$ cat config.mk
export PLATFORM = sky130hd
export DESIGN_NAME = regex_dot_star_matcher_top
export DESIGN_NICKNAME = d
export VERILOG_FILES = /design/src/rtl/rdsm_pkg.sv /design/src/rtl/regex_dot_star_matcher_top.sv
export SDC_FILE = /design/constraint.sdc
export NUM_CORES = 1
export LEC_CHECK = 0
export BUFFER_PORTS_ARGS = -buffer_cell sky130_fd_sc_hd__buf_2
export CAP_MARGIN = 15
export CORE_ASPECT_RATIO = 0.9
export CORE_MARGIN = 3
export CORE_UTILIZATION = 40
export CTS_CLUSTER_DIAMETER = 200
export CTS_CLUSTER_SIZE = 12
export DETAILED_ROUTE_END_ITERATION = 8
export PLACE_DENSITY = 0.69
export SYNTH_ARGS = -nofsm -noshare
export SYNTH_HDL_FRONTEND = slang
export SYNTH_SLANG_ARGS = --single-unit
$ cat constraint.sdc
create_clock -name clk_i -period 3.2 [get_ports clk_i]
set_input_delay 0.32 -clock clk_i [delete_from_list [all_inputs] [get_ports clk_i]]
set_output_delay 0.32 -clock clk_i [all_outputs]
set_load 0.02 [all_outputs]
$ cat src/rtl/rdsm_pkg.sv
`timescale 1ns / 1ps
// rdsm_pkg: constants, request codes and sequencer states for the regex matcher
// no dependencies

package rdsm_pkg;

  localparam int unsigned PatternMax = 32;
  localparam int unsigned IdxW       = $clog2(PatternMax);
  localparam int unsigned LenW       = $clog2(PatternMax + 1);
  localparam int unsigned RowW       = PatternMax + 1;
  localparam int unsigned ChW        = 8;
  localparam int unsigned CountW     = 6;
  localparam int unsigned OutDataW   = 8;

  localparam logic [ChW-1:0] StarChar = 8'h2A;
  localparam logic [ChW-1:0] DotChar  = 8'h2E;

  typedef enum logic [1:0] {
    REQ_CLEAR   = 2'd0,
    REQ_APPEND  = 2'd1,
    REQ_TEXT    = 2'd2,
    REQ_RESTART = 2'd3
  } req_e;

  typedef enum logic [1:0] {
    ST_IDLE,
    ST_WALK,
    ST_FIN
  } state_e;

endpackage

$ cat src/rtl/regex_dot_star_matcher_top.sv
`timescale 1ns / 1ps
// regex_dot_star_matcher_top: streaming matcher of text against a '.'/'*' pattern
// depends on rdsm_pkg

// The block takes one request per input transfer and returns one result transfer for
// each. For clear, append and restart requests the accept cycle updates the pattern
// store and the rows, and the finish state then loads the result. A text byte with a
// non-empty pattern first passes through a walk: one shared step unit walks the pattern
// positions one per cycle against the stored row, fed by the single read port of the
// pattern memory, and the finish state then loads the result. The input is not ready
// while a request is in work; a finished result waits in the output register, so the
// block takes the next request while it is pending, and only stalls at the finish
// state when the previous result is still untaken.
module regex_dot_star_matcher_top (
  input  logic                            clk_i,
  input  logic                            rst_ni,
  input  logic                            s_axis_tvalid_i,
  output logic                            s_axis_tready_o,
  input  logic [rdsm_pkg::ChW-1:0]        s_axis_tdata_i,   // [7:0] ch
  input  logic [1:0]                      s_axis_tuser_i,   // [1:0] req_type
  output logic                            m_axis_tvalid_o,
  input  logic                            m_axis_tready_i,
  output logic [rdsm_pkg::OutDataW-1:0]   m_axis_tdata_o    // [0] matched, [1] status,
                                                            // [7:2] pattern_count
);
  import rdsm_pkg::*;

  state_e state_q, state_d;

  logic [ChW-1:0]  pat_mem [PatternMax];
  logic [ChW-1:0]  rd_q;
  logic [IdxW-1:0] rd_addr;

  logic [LenW-1:0] len_q, len_d;
  logic [RowW-1:0] empty_row_q, empty_row_d;
  logic [RowW-1:0] match_row_q, match_row_d;
  logic [RowW-1:0] next_row_q, next_row_d;
  logic [IdxW-1:0] j_q, j_d;
  logic            n1_q, n1_d;      // next[j]
  logic            n2_q, n2_d;      // next[j-1]
  logic [ChW-1:0]  prev_q, prev_d;  // pattern byte j-1
  logic [ChW-1:0]  ch_q, ch_d;
  logic            status_q, status_d;

  logic                 out_valid_q, out_valid_d;
  logic [OutDataW-1:0]  out_data_q, out_data_d;

  logic            accept;
  logic            mem_we;
  logic            step_bit;
  logic            last_step;
  logic [LenW-1:0] jp1;
  logic [LenW-1:0] j_ext;
  logic            append_bit;
  logic            out_free;
  req_e            req;

  assign req      = req_e'(s_axis_tuser_i);
  assign accept   = s_axis_tvalid_i && s_axis_tready_o;
  assign out_free = !out_valid_q || m_axis_tready_i;
  assign j_ext    = LenW'(j_q);
  assign jp1      = j_ext + LenW'(1);
  assign last_step = (jp1 == len_q);

  // pattern memory, one write and one registered read port
  always_ff @(posedge clk_i) begin
    if (mem_we) begin
      pat_mem[len_q[IdxW-1:0]] <= s_axis_tdata_i;
    end
    rd_q <= pat_mem[rd_addr];
  end

  // shared step unit: one pattern position against the current text byte
  always_comb begin
    step_bit = 1'b0;
    if (rd_q == StarChar) begin
      if (j_q == '0) begin
        step_bit = 1'b0;  // leading star never matches
      end else if (prev_q != ch_q && prev_q != DotChar) begin
        step_bit = n2_q;
      end else begin
        step_bit = n1_q | match_row_q[jp1] | n2_q;
      end
    end else if (rd_q == DotChar || rd_q == ch_q) begin
      step_bit = match_row_q[j_ext];
    end
  end

  assign append_bit = (s_axis_tdata_i == StarChar) && (len_q != '0)
                      && empty_row_q[len_q - LenW'(1)];

  // next state
  always_comb begin
    state_d = state_q;
    case (state_q)
      ST_IDLE: begin
        if (accept) begin
          if (req == REQ_TEXT && len_q != '0) begin
            state_d = ST_WALK;
          end else begin
            state_d = ST_FIN;
          end
        end
      end
      ST_WALK: begin
        if (last_step) begin
          state_d = ST_FIN;
        end
      end
      ST_FIN: begin
        if (out_free) begin
          state_d = ST_IDLE;
        end
      end
      default: state_d = ST_IDLE;
    endcase
  end

  // datapath and outputs
  always_comb begin
    s_axis_tready_o = (state_q == ST_IDLE);
    rd_addr     = '0;
    mem_we      = 1'b0;
    len_d       = len_q;
    empty_row_d = empty_row_q;
    match_row_d = match_row_q;
    next_row_d  = next_row_q;
    j_d         = j_q;
    n1_d        = n1_q;
    n2_d        = n2_q;
    prev_d      = prev_q;
    ch_d        = ch_q;
    status_d    = status_q;
    out_valid_d = out_valid_q && !m_axis_tready_i;
    out_data_d  = out_data_q;

    case (state_q)
      ST_IDLE: begin
        if (accept) begin
          status_d = 1'b0;
          case (req)
            REQ_CLEAR: begin
              len_d       = '0;
              empty_row_d = RowW'(1);
              match_row_d = RowW'(1);
            end
            REQ_APPEND: begin
              if (len_q >= LenW'(PatternMax)) begin
                status_d = 1'b1;
              end else begin
                mem_we = 1'b1;
                empty_row_d[len_q + LenW'(1)] = append_bit;
                match_row_d = empty_row_d;
                len_d = len_q + LenW'(1);
              end
            end
            REQ_TEXT: begin
              ch_d       = s_axis_tdata_i;
              j_d        = '0;
              n1_d       = 1'b0;
              n2_d       = 1'b0;
              prev_d     = '0;
              next_row_d = '0;
              if (len_q == '0) begin
                match_row_d = '0;
              end
            end
            REQ_RESTART: begin
              match_row_d = empty_row_q;
            end
            default: ;
          endcase
        end
      end
      ST_WALK: begin
        rd_addr = j_q + IdxW'(1);
        next_row_d[jp1] = step_bit;
        n2_d   = n1_q;
        n1_d   = step_bit;
        prev_d = rd_q;
        j_d    = j_q + IdxW'(1);
        if (last_step) begin
          match_row_d = next_row_d;
        end
      end
      ST_FIN: begin
        if (out_free) begin
          out_valid_d = 1'b1;
          out_data_d  = {CountW'(len_q), status_q, match_row_q[len_q]};
        end
      end
      default: ;
    endcase
  end

  assign m_axis_tvalid_o = out_valid_q;
  assign m_axis_tdata_o  = out_data_q;

  always_ff @(posedge clk_i or negedge rst_ni) begin
    if (!rst_ni) begin
      state_q     <= ST_IDLE;
      len_q       <= '0;
      empty_row_q <= RowW'(1);
      match_row_q <= RowW'(1);
      out_valid_q <= 1'b0;
      status_q    <= 1'b0;
    end else begin
      state_q     <= state_d;
      len_q       <= len_d;
      empty_row_q <= empty_row_d;
      match_row_q <= match_row_d;
      out_valid_q <= out_valid_d;
      status_q    <= status_d;
    end
  end

  always_ff @(posedge clk_i) begin
    next_row_q <= next_row_d;
    j_q        <= j_d;
    n1_q       <= n1_d;
    n2_q       <= n2_d;
    prev_q     <= prev_d;
    ch_q       <= ch_d;
    out_data_q <= out_data_d;
  end

  a_len_bound: assert property (@(posedge clk_i) disable iff (!rst_ni)
    len_q <= LenW'(PatternMax))
    else $error("pattern length beyond capacity");

  a_walk_in_range: assert property (@(posedge clk_i) disable iff (!rst_ni)
    state_q == ST_WALK |-> jp1 <= len_q)
    else $error("walk index past pattern length");

  a_text_walks: assert property (@(posedge clk_i) disable iff (!rst_ni)
    accept && req == REQ_TEXT && len_q != '0 |=> state_q == ST_WALK)
    else $error("text byte did not start a walk");

  a_count_field: assert property (@(posedge clk_i) disable iff (!rst_ni)
    $rose(m_axis_tvalid_o) |-> m_axis_tdata_o[7:2] == CountW'(len_q))
    else $error("result count differs from stored length");

endmodule

======== Word level (Yosys, flattened, before mapping) ========
Memory sizes are Yosys's and may differ from the RTL's. A register that Yosys moved wholly into a read port is not among the register bits.
Index checks and enable logic that the tools add are counted.
operators by class
  add/sub/neg operators ................... 4
  $lt $le $gt $ge ......................... 8
  equal/unequal tests ..................... 19
  mux-type cells .......................... 56
  bitwise operators ....................... 2
  reductions and logical operators ........ 26
operators with widths
  kind                                                                      number
  33-bit 2-to-1 mux                                                         6
  33-bit one-hot mux with 2 select lines                                    3
  33-bit one-hot mux with 4 select lines                                    1
  33-bit bitwise mux                                                        2
  6-bit by 7-bit < comparator with 1-bit output (second input constant)     4
  8-bit by 6-bit equality test with 1-bit output (second input constant)    3
  1-bit 2-to-1 mux                                                          22
  1-bit binary-select mux with 6-bit select                                 3
  8-bit 2-to-1 mux                                                          2
  8-bit one-hot mux with 2 select lines                                     1
  5-bit 2-to-1 mux                                                          3
  1-bit demux with 6-bit select                                             2
  6-bit by 1-bit >= comparator with 1-bit output (second input constant)    2
  6-bit one-hot mux with 2 select lines                                     1
  5-bit one-hot mux with 2 select lines                                     1
  3-bit AND reduction                                                       3
  8-bit equality test                                                       1
  1-bit logical AND                                                         8
  2-bit 2-to-1 mux                                                          4
  8-bit by 6-bit inequality test with 1-bit output (second input constant)  1
  8-bit inequality test                                                     1
  5-bit by 7-bit < comparator with 1-bit output (second input constant)     1
  5-bit by 1-bit adder with 6-bit output (second input constant)            1
  6-bit by 1-bit adder with 6-bit output (second input constant)            1
  25 further kinds                                                          38
storage, ports and cells
  bits in registers ....................... 140
  memory bits (writable) .................. 256
  output and inout port bits .............. 10
  logic and storage cells ................. 129
  memories kept ........................... 1
memory list
  name     words  width  rd ports  clocked after memory_dff  write ports  line                              text
  pat_mem  32     8      1         1                         1            regex_dot_star_matcher_top.sv:30  logic [ChW-1:0] pat_mem [PatternMax];

======== Logic depth before layout (Yosys ltp) ========
Gate-level depths: netlist (run 1).
  depth in word-level cells ............... 11
  gate-level depth with buffers ........... 16

======== Least setup slack after synthesis (run 1) ========
OpenSTA, ideal clock, no wires.
  path kind ............................... reg-to-reg
  from .................................... reg j_q[0]
  to ...................................... reg next_row_q[10] (data pin)
  setup time .............................. 0.286 ns
  arrival ................................. 3.205 ns
  setup slack ............................. -0.291 ns
  cell stages (with the launch flop) ...... 15
  buffers on the path ..................... 7
  cell sequence ........................... edfxtp_1 buf_2 inv_2 clkbuf_1 buf_1 ha_1 buf_2 buf_2 mux4_2 a2111oi_2 o32ai_2 nor2_4 buf_6 buf_4 a311oi_2
on the way
  longest elaborated chain between the ends .. 10
  elaborated cells between the ends (all ways) .. 19
ends and longest elaborated chain
  what                                       line                               text
  from (decl)                                regex_dot_star_matcher_top.sv:38   logic [IdxW-1:0] j_q, j_d;
  from (signal assigned)                     regex_dot_star_matcher_top.sv:219  j_q <= j_d;
  5-bit by 1-bit adder with 6-bit output     regex_dot_star_matcher_top.sv:62   assign jp1 = j_ext + LenW'(1);
  1-bit binary-select mux with 6-bit select  regex_dot_star_matcher_top.sv:82   step_bit = n1_q | match_row_q[jp1] | n2_q;
  1-bit 2-to-1 mux (implied by the code)     regex_dot_star_matcher_top.sv:82
  1-bit OR (2 in series)                     regex_dot_star_matcher_top.sv:82
  1-bit 2-to-1 mux                           regex_dot_star_matcher_top.sv:79   end else if (prev_q != ch_q && prev_q != DotChar) begin
  1-bit 2-to-1 mux                           regex_dot_star_matcher_top.sv:77   if (j_q == '0) begin
  1-bit 2-to-1 mux                           regex_dot_star_matcher_top.sv:76   if (rd_q == StarChar) begin
  33-bit bitwise mux *                       regex_dot_star_matcher_top.sv:177  next_row_d[jp1] = step_bit;
  33-bit one-hot mux with 2 select lines *   regex_dot_star_matcher_top.sv:137  case (state_q)
  to (signal assigned)                       regex_dot_star_matcher_top.sv:218  next_row_q <= next_row_d;
  to (decl)                                  regex_dot_star_matcher_top.sv:37   logic [RowW-1:0] next_row_q, next_row_d;
Mark *: on every way between the ends. The rest lies on a longest branch, timed or not. The select of a mux whose other input is x is not followed.
A chain may end at the register's enable or synchronous reset.

======== Final worst setup path (run 1) ========
  from .................................... reg state_q[0]
  to ...................................... mem pat_mem[27][6] (enable)
on the way
  longest elaborated chain between the ends .. 6
ends and longest elaborated chain
  what                                      line                                                                  text
  from (decl)                               regex_dot_star_matcher_top.sv:28                                      state_e state_q, state_d;
  from (signal assigned)                    regex_dot_star_matcher_top.sv:208                                     state_q <= state_d;
  2-bit logical NOT *                       regex_dot_star_matcher_top.sv:121, regex_dot_star_matcher_top.sv:137
  1-bit logical AND                         regex_dot_star_matcher_top.sv:59                                      assign accept = s_axis_tvalid_i && s_axis_tready_o;
  1-bit 2-to-1 mux                          regex_dot_star_matcher_top.sv:139                                     if (accept) begin
  1-bit 2-to-1 mux *                        regex_dot_star_matcher_top.sv:137
  1-bit 2-to-1 mux *                        regex_dot_star_matcher_top.sv:67                                      if (mem_we) begin
  1-bit 2-to-1 mux (implied by the code) *  regex_dot_star_matcher_top.sv:68                                      pat_mem[len_q[IdxW-1:0]] <= s_axis_tdata_i;
  to (decl)                                 regex_dot_star_matcher_top.sv:30
Mark *: on every way between the ends. The rest lies on a longest branch, timed or not.

==> metrics, run 1 <==
WS Path Type reg2reg; ANT nets after route 0; sequential area share after synthesis 0.5907; skew final 0.03309 ns; critical path fanouts, max 9; Max-slew headroom 0.3003; post-DP HPWL 36.47 mm; Lkg Pwr 7.623 nW; ranking of synthesized cells by area edfxtp_1, dfrtp_1, mux4_2; synth warn 0; VDD IR max 0.0006180 V; I/O pin cnt 24; CP Capture Type flip-flop; I/O Buffers 23; TritonRoute pass-1 iters 6; Setup TNS Final 0 ns; DRT Wirelength 55.26 mm; final setup margin 0.1558 ns; final setup vio count 0; Required @ worst endpoint 3.38 ns; clk buf depth 3; total power 17.50 mW; async set or reset register ratio after synthesis 0.1881; GRT Overall Usage 0.2112; total congestion overflow 0; Net Count, Synth 1624; global-route wire length before repair 84.36 mm; fin nets 1678; most frequent cell after synthesis edfxtp_1; Routed wire per std cell 23.99 microns; CP Launch Type flip-flop; CTS tree yes; Via density 6.191; post-synth top area cell edfxtp_1; Critical Path AT 3.23 ns; CTS Buf Count 39; total die area 52110 sq um; max_cap viols 0; Post-synth EDFFs 320; fill count 4246; core area 48310 sq um; Register Area 11670 sq um; clock sink count 404; period utilization 0.9513; Initial Util 0.4091; initial DRC count 1954; Post-Synthesis Cells 1603; Slew Limit Fails 0; top cell type's share of synthesized area 0.4863; unrepaired setup endpoints after global routing no; H-tree depth 2; largest net degree at the start of global routing 77; dpl ws 0.1402 ns; Syn-to-layout area delta 12.26%; die width 240.3 microns; routability congestion estimate 0.9429; Slew @ Worst Pin 1.050 ns; Worst Hold Class in2reg; Post-Syn Area 19760 sq um; Die Span Y 216.9 microns; Via Count 14260; vias in the first global route 13690; Reg clk slew, reported paths 0.08 ns; outcome completed; Post-synth top cells edfxtp_1, nand2_1, nor2_1; clock root buffer master clkbuf_16; hold slack 0.07268 ns; Synth Register Bits 404; PD cells 788.9 nW/um^2; post-synth cell types 93; ANT cells 0; initial antenna violation count 2; final-report hold violation count 0; clock period minus worst slack 3.044 ns; footprint of the multi-input gates 7500 sq um; Skew-Pair Late Insertion Delay 0.58 ns; fraction of layout cells with a size suffix above 1 0.1745; Main synth FF type edfxtp_1; DR DRC count 0; Max Clk Rate 0.3285 GHz; Placement Rows 76; syn_area_per_cell 12.33 sq um
[stage by stage]
| step | cell area [sq um] | utilization | cells |
|---|---|---|---|
| 2_1_floorplan | 19780 | - | 1603 |
| 3_3_place_gp | 21010 | 0.4350 | 2239 |
| 3_5_place_dp | 21010 | 0.4350 | 2239 |
| 4_1_cts | 22150 | 0.4586 | 2303 |
| 5_1_grt | 22190 | 0.4593 | 2303 |
| 6_report | 22190 | 0.4593 | 2303 |
[flip-flops by register name (all words and copies together) (netlist names)]
signal / count
pat_mem: 256
empty_row_q: 33
match_row_q: 33
next_row_q: 33
ch_q: 8
m_axis_tdata_o: 8
prev_q: 8
rd_q: 8
len_q: 6
j_q: 5
state_q: 2
m_axis_tvalid_o: 1
n1_q: 1
n2_q: 1
status_q: 1
[critical path, cell delays in order (launching register included)]
cell	delay (ns)
dfrtp_1	0.49
nor2_1	0.25
nand2_1	0.23
nor3_1	0.22
buf_4	0.19
nand2_1	0.46
nor2_1	0.79
[routing by layer]
metal  up-vias  wire (microns)  global-route usage
met5         -              27                   0
met4         4            1742             0.06971
met3       112            5577             0.05512
met2       713           24050              0.3070
met1      7150           23860              0.3084
li1       6280               -                   -
[final timing paths]
check | from | end | slack (ns) | depth (start not counted)
hold / removal | m_axis_tready_i | m_axis_tvalid_o | 0.07 | 3
setup reg to reg | state_q[0] | pat_mem[27][6] | 0.16 | 6
setup / recovery | state_q[0] | pat_mem[27][6] | 0.16 | 6
min in group asynchronous | rst_ni | empty_row_q[22] | 0.49 | 2
hold reg to reg | status_q | m_axis_tdata_o[1] | 0.45 | 0
max in group asynchronous | rst_ni | state_q[1] | 2.05 | 2
[cells by family (layout without fill, tap and decap cells)]
| logic type | after synthesis | after routing | synth area share |
|---|---|---|---|
| AOI/OAI and AO/OA | 421 | 421 | 0.1574 |
| xor gates and xnor gates | 36 | 36 | 0.01747 |
| adders and majority gates | 7 | 7 | 0.004432 |
| buffers and inverters | 139 | 215 | 0.03305 |
| DFF | 404 | 404 | 0.5907 |
| muxes | 110 | 110 | 0.07642 |
| and+or+nand+nor | 486 | 486 | 0.1205 |
[placed cells by master, fill, tap and decap left out, types with 9 or more instances in the layout]
cell type and instances:
and3_1 24, nor3_1 24, and2_0 9, mux2_2 26, o311a_1 10, buf_4 100, a22o_1 31, and2_1 41
inv_1 18, xnor2_1 29, a31oi_1 21, buf_2 22, mux4_2 30, o21ai_0 55, dfrtp_1 74, nor2b_1 10
edfxtp_1 320, mux2i_1 53, nand2b_1 11, a311oi_1 22, a211oi_1 40, o311ai_0 14, nand3_1 39, clkbuf_16 39
nand2_1 157, o31ai_1 11, nor2_1 123, a21oi_1 85, o22ai_1 13, o211ai_1 14, clkbuf_1 20
[where the power goes]
part / leakage [nW] / internal, mW / switching (mW)
logic: 3.08 / 2.40 / 4.00
clock network: 0.542 / 2.36 / 1.96
registers: 4.00 / 6.30 / 0.474
total: 7.62 / 11.1 / 6.44
[what timing repair did]
item / CTS / global route
endpoints found under the hold margin: 74 / 0
buffers inserted: 0 / 0
hold buffers: 1 / 0
endpoints found under the setup margin: 0 / 19
gates resized for setup: 0 / 6
[area by class of cell]
cell class	count	area share
inverters	21	0.003553
flip-flops and latches	404	0.5262
multi-input cells	1060	0.3381
well taps	624	0.03519
repair buffers	131	0.04608
clock buffers	59	0.04737
clock inverters	4	0.003553
Power figures use the tool's default switching activity.
==> inputs of run 2 (changes only) <==
- CORE_UTILIZATION: 40 -> 30
- PLACE_DENSITY: 0.69 -> 0.57
- SKIP_CTS_REPAIR_TIMING: default -> 1
==> metrics, run 2 (synthesized netlist as in run 1, its figures left out) <==
outcome finished, violations left; failing checks hold timing; fraction of layout cells with a size suffix above 1 0.1831; Placement Rows 88; global-route wire length before repair 88.47 mm; Required @ worst endpoint 3.64 ns; Lkg Pwr 7.708 nW; WS Path Type reg2reg; Syn-to-layout area delta 14.47%; ANT nets after route 0; max FFs per register 256; total power 17.79 mW; initial DRC count 1597; clock period minus worst slack 3.058 ns; family with the most delay on the worst path compound AO/OA/AOI/OAI gates; max_cap viols 0; Max-slew headroom 0.2940; CTS Buf Count 39; largest net degree at the start of global routing 77; clock root buffer master clkbuf_16; commonest non-fill, non-tap cell in the layout edfxtp_1; Critical Path AT 3.50 ns; CP Launch Type flip-flop; final setup vio count 0; RR Endpoint match_row_q[15]; Reg-to-Reg Start len_q[1]; Slew @ Worst Pin 1.059 ns; clock sink count 404; critical path fanouts, max 18; total die area 68990 sq um; Worst path slowest cell o311ai_0; max incr delay on CP 0.46 ns; critical-path cell list buf_4, ha_1, buf_4, o21ai_0, a22oi_1, or2_2, o311ai_0, nand3_1, a31oi_1, a21oi_1; CP bufs+invs 2; skew final 0.02147 ns; DR DRC count 0; hold slack -0.04874 ns; Reg clk slew, reported paths 0.07 ns; Initial Util 0.3058; CP Capture Type flip-flop; unrepaired setup endpoints after global routing no; Slew Limit Fails 0; Skew-Pair Late Insertion Delay 0.57 ns; Worst Hold Class in2async; Final Non-Filler Cells 2559; fill count 6274; ANT cells 0; initial antenna violation count 0; Routed wire per std cell 22.84 microns; H-tree depth 2; die width 276.5 microns; DRT Wirelength 58.46 mm; vias in the first global route 13630; total congestion overflow 0; clk buf depth 3; fin nets 1694; final-report hold violation count 74; R2R cell count 10; I/O pin cnt 24; Setup TNS Final 0 ns; PD cells 786.6 nW/um^2; Max Clk Rate 0.3270 GHz; routability congestion estimate 0.8817; Via Count 14140; Die Span Y 249.5 microns; most frequent CP cell buf_4; GRT Overall Usage 0.1654; core area 64630 sq um; CTS tree yes; most frequent cells in the layout edfxtp_1, nand2_1, nor2_1; FF-to-FF setup slack 0.14 ns; period utilization 0.9557; Via density 5.524; TritonRoute pass-1 iters 5; VDD IR max 0.0004257 V; post-DP HPWL 38.98 mm; Placed Cells incl. Taps 2487; I/O Buffers 23
run 2: cell count changes in the layout (fill, tap and decap cells not counted), sizes merged:
cell	before	now
clkbuf	59	68
clkinv	0	1
dlygate4sd3	1	0
inv	24	23
buf	130	147
run 2: area by class of cell:
type / instances / area [sq um] / area share
well taps: 855 / 1070 / 0.04729
flip-flops and latches: 404 / 11670 / 0.5161
multi-input cells: 1060 / 7506 / 0.3318
repair buffers: 147 / 1127 / 0.04984
clock buffers: 68 / 1085 / 0.04796
clock inverters: 4 / 78.83 / 0.003485
inverters: 21 / 80.08 / 0.003540
run 2: power breakdown:
group	internal (mW)	switching (mW)
Combinational	2.46	4.14
Clock	2.41	2.02
Sequential	6.30	0.455
run 2: routing by layer:
metal	routed length, microns	global-route usage	vias to the layer above
met1	26680	0.2410	7173
met4	1282	0.04164	0
met2	26570	0.2559	544
met5	0	0	-
li1	-	-	6334
met3	3925	0.02797	86
run 2: stage by stage:
stage	hold WS (ns)	instance area, sq um	setup WS (ns)	utilization
floorplan	0.02441	19780	0.02048	-
global placement	0.4620	21410	0.1220	0.3313
detailed placement	0.4747	21410	0.06674	0.3313
CTS	-0.02397	22580	0.03553	0.3493
global route	0.03093	22620	0.002663	0.3500
finish	-0.04874	22620	0.1416	0.3500
run 2: worst max path at each step:
stage                            endpoint  slack, ns  cells after the start      from
after CTS                         rd_q[7]       0.04                      9    j_q[0]
final                     match_row_q[15]       0.14                     10  len_q[1]
after global placement            rd_q[7]       0.12                      9    j_q[0]
after floorplan            next_row_q[10]       0.02                     14    j_q[0]
after global routing      match_row_q[15]      0.003                     10  len_q[1]
after detailed placement          rd_q[7]       0.07                      9    j_q[0]
run 2: worst register-to-register path: cells and delay by family (launching register included):
| kind | cells | cell delay (ns) |
|---|---|---|
| compound gates | 5 | 1.32 |
| simple gates | 2 | 0.55 |
| buf+inv | 2 | 0.42 |
| flops | 1 | 0.37 |
| fa+ha+maj | 1 | 0.26 |
==> inputs of run 3 (changes only) <==
- CTS_BUF_LIST: default -> sky130_fd_sc_hd__clkbuf_8
==> metrics, run 3 (synthesized netlist as in run 1, its figures left out) <==
final-report hold violation count 0; R2R cell count 9; fraction of layout cells with a size suffix above 1 0.1844; vias in the first global route 13560; Critical Path AT 3.43 ns; worst setup path start j_q[0]; Setup TNS Final 0 ns; Lkg Pwr 7.635 nW; skew final 0.03914 ns; Max Clk Rate 0.3273 GHz; Via Count 14150; I/O Buffers 23; RR Endpoint next_row_q[5]; initial antenna violation count 1; GRT Overall Usage 0.1648; core area 64630 sq um; total die area 68990 sq um; ANT nets after route 0; Power Internal 10.01 mW; clock sink count 404; most frequent cells in the layout edfxtp_1, nand2_1, nor2_1; Reg clk slew, reported paths 0.10 ns; die width 276.5 microns; footprint of the multi-input gates 7506 sq um; clock root buffer master clkbuf_8; CTS Buf Count 39; CP Launch Type flip-flop; max FFs per register 256; clock period minus worst slack 3.056 ns; initial DRC count 1649; share of total power in combinational logic 0.403; I/O pin cnt 24; period utilization 0.9549; Clk network pwr share 0.188; largest net degree at the start of global routing 77; Worst Hold Class in2reg; fill count 6335; Reg-to-Reg Start j_q[0]; DRT Wirelength 58.37 mm; Placement Rows 88; DR DRC count 0; Syn-to-layout area delta 12.34%; Required @ worst endpoint 3.57 ns; Psw 6.458 mW; FF-to-FF setup slack 0.14 ns; critical path fanouts, max 30; CP endpoint next_row_q[5]; Max-slew headroom 0.2735; Register Area 11670 sq um; Slew @ Worst Pin 1.090 ns; total congestion overflow 0; CTS tree yes; Final Util 0.3435; Initial Util 0.3058; CP Capture Type flip-flop; final setup vio count 0; fin nets 1698; global-route wire length before repair 88.11 mm; Via density 5.518; sw frac 0.3921; Routed wire per std cell 22.76 microns; hold_sp m_axis_tready_i; clk buf depth 3; outcome completed; post-DP HPWL 38.98 mm; TritonRoute pass-1 iters 5; part of the power in registers 0.408; max_cap viols 0; WS Path Type reg2reg; routability congestion estimate 0.8817; PD cells 741.9 nW/um^2; H-tree depth 2; total power 16.47 mW; Skew-Pair Late Insertion Delay 0.64 ns; Die Span Y 249.5 microns; Slew Limit Fails 0; commonest non-fill, non-tap cell in the layout edfxtp_1; VDD IR max 0.0003651 V
-- run 3: cell types whose count changed in the layout (fill, tap and decap cells not counted), moves of 3 or more --
cell / previous run / this run
inv_1: 18 / 47
clkbuf_16: 39 / 0
clkbuf_8: 0 / 39
buf_4: 118 / 121
clkbuf_1: 29 / 0
-- run 3: routing by layer --
layer  vias to the layer above  track usage  wire length, microns
li1                       6331            -                     -
met1                      7137       0.2411                 26730
met2                       601       0.2551                 26200
met3                        84      0.02713                  4155
met4                         0      0.04028                  1283
met5                         -            0                     0
-- run 3: final cells by class --
cell class	instances	area share
Timing Repair Buffer	151	0.05225
Antenna cell	2	0.0002254
Clock inverter	33	0.007609
Inverter	21	0.003607
Tap cell	855	0.04819
Multi-Input combinational cell	1060	0.3381
Sequential cell	404	0.5258
Clock buffer	39	0.02418
-- run 3: how the worst min path moves through the flow --
stage,end,slack (ns),depth (start not counted)
floorplan,empty_row_q[10],0.02,0
global placement,m_axis_tdata_o[1],0.46,0
detailed placement,m_axis_tdata_o[1],0.47,0
CTS,empty_row_q[5],-0.12,1
global route,m_axis_tvalid_o,0.01,3
finish,m_axis_tvalid_o,0.001,3
-- run 3: through the flow --
stage	instance area [sq um]	setup slack (ns)	hold slack (ns)	std cells
final	22200	0.1443	0.001454	2565
after detailed placement	21410	0.06674	0.4747	2487
after CTS	22120	0.01406	-0.1186	2559
after global placement	21410	0.1220	0.4620	2487
after floorplan	19780	0.02048	0.02441	1603
after global routing	22200	-0.0004106	0.01341	2565
-- run 3: worst max-delay path: stages, from the launching register on --
cell and delay [ns]:
edfxtp_1 0.52, buf_6 0.34, mux4_2 0.55, and2_1 0.18, a2111oi_2 0.37, o32ai_2 0.18, nor2_4 0.14, buf_4 0.22
and3_1 0.22, nor3_1 0.06
-- run 3: power by group through the flow --
| stage | Combinational, mW | Sequential [mW] | Clock (mW) |
|---|---|---|---|
| after CTS | 6.50 | 6.73 | 3.19 |
| after global placement | 6.43 | 6.84 | 0 |
| after floorplan | 4.30 | 6.69 | 0 |
| after global routing | 7.11 | 6.78 | 3.37 |
| final | 6.64 | 6.73 | 3.10 |
| after detailed placement | 6.48 | 6.84 | 0 |
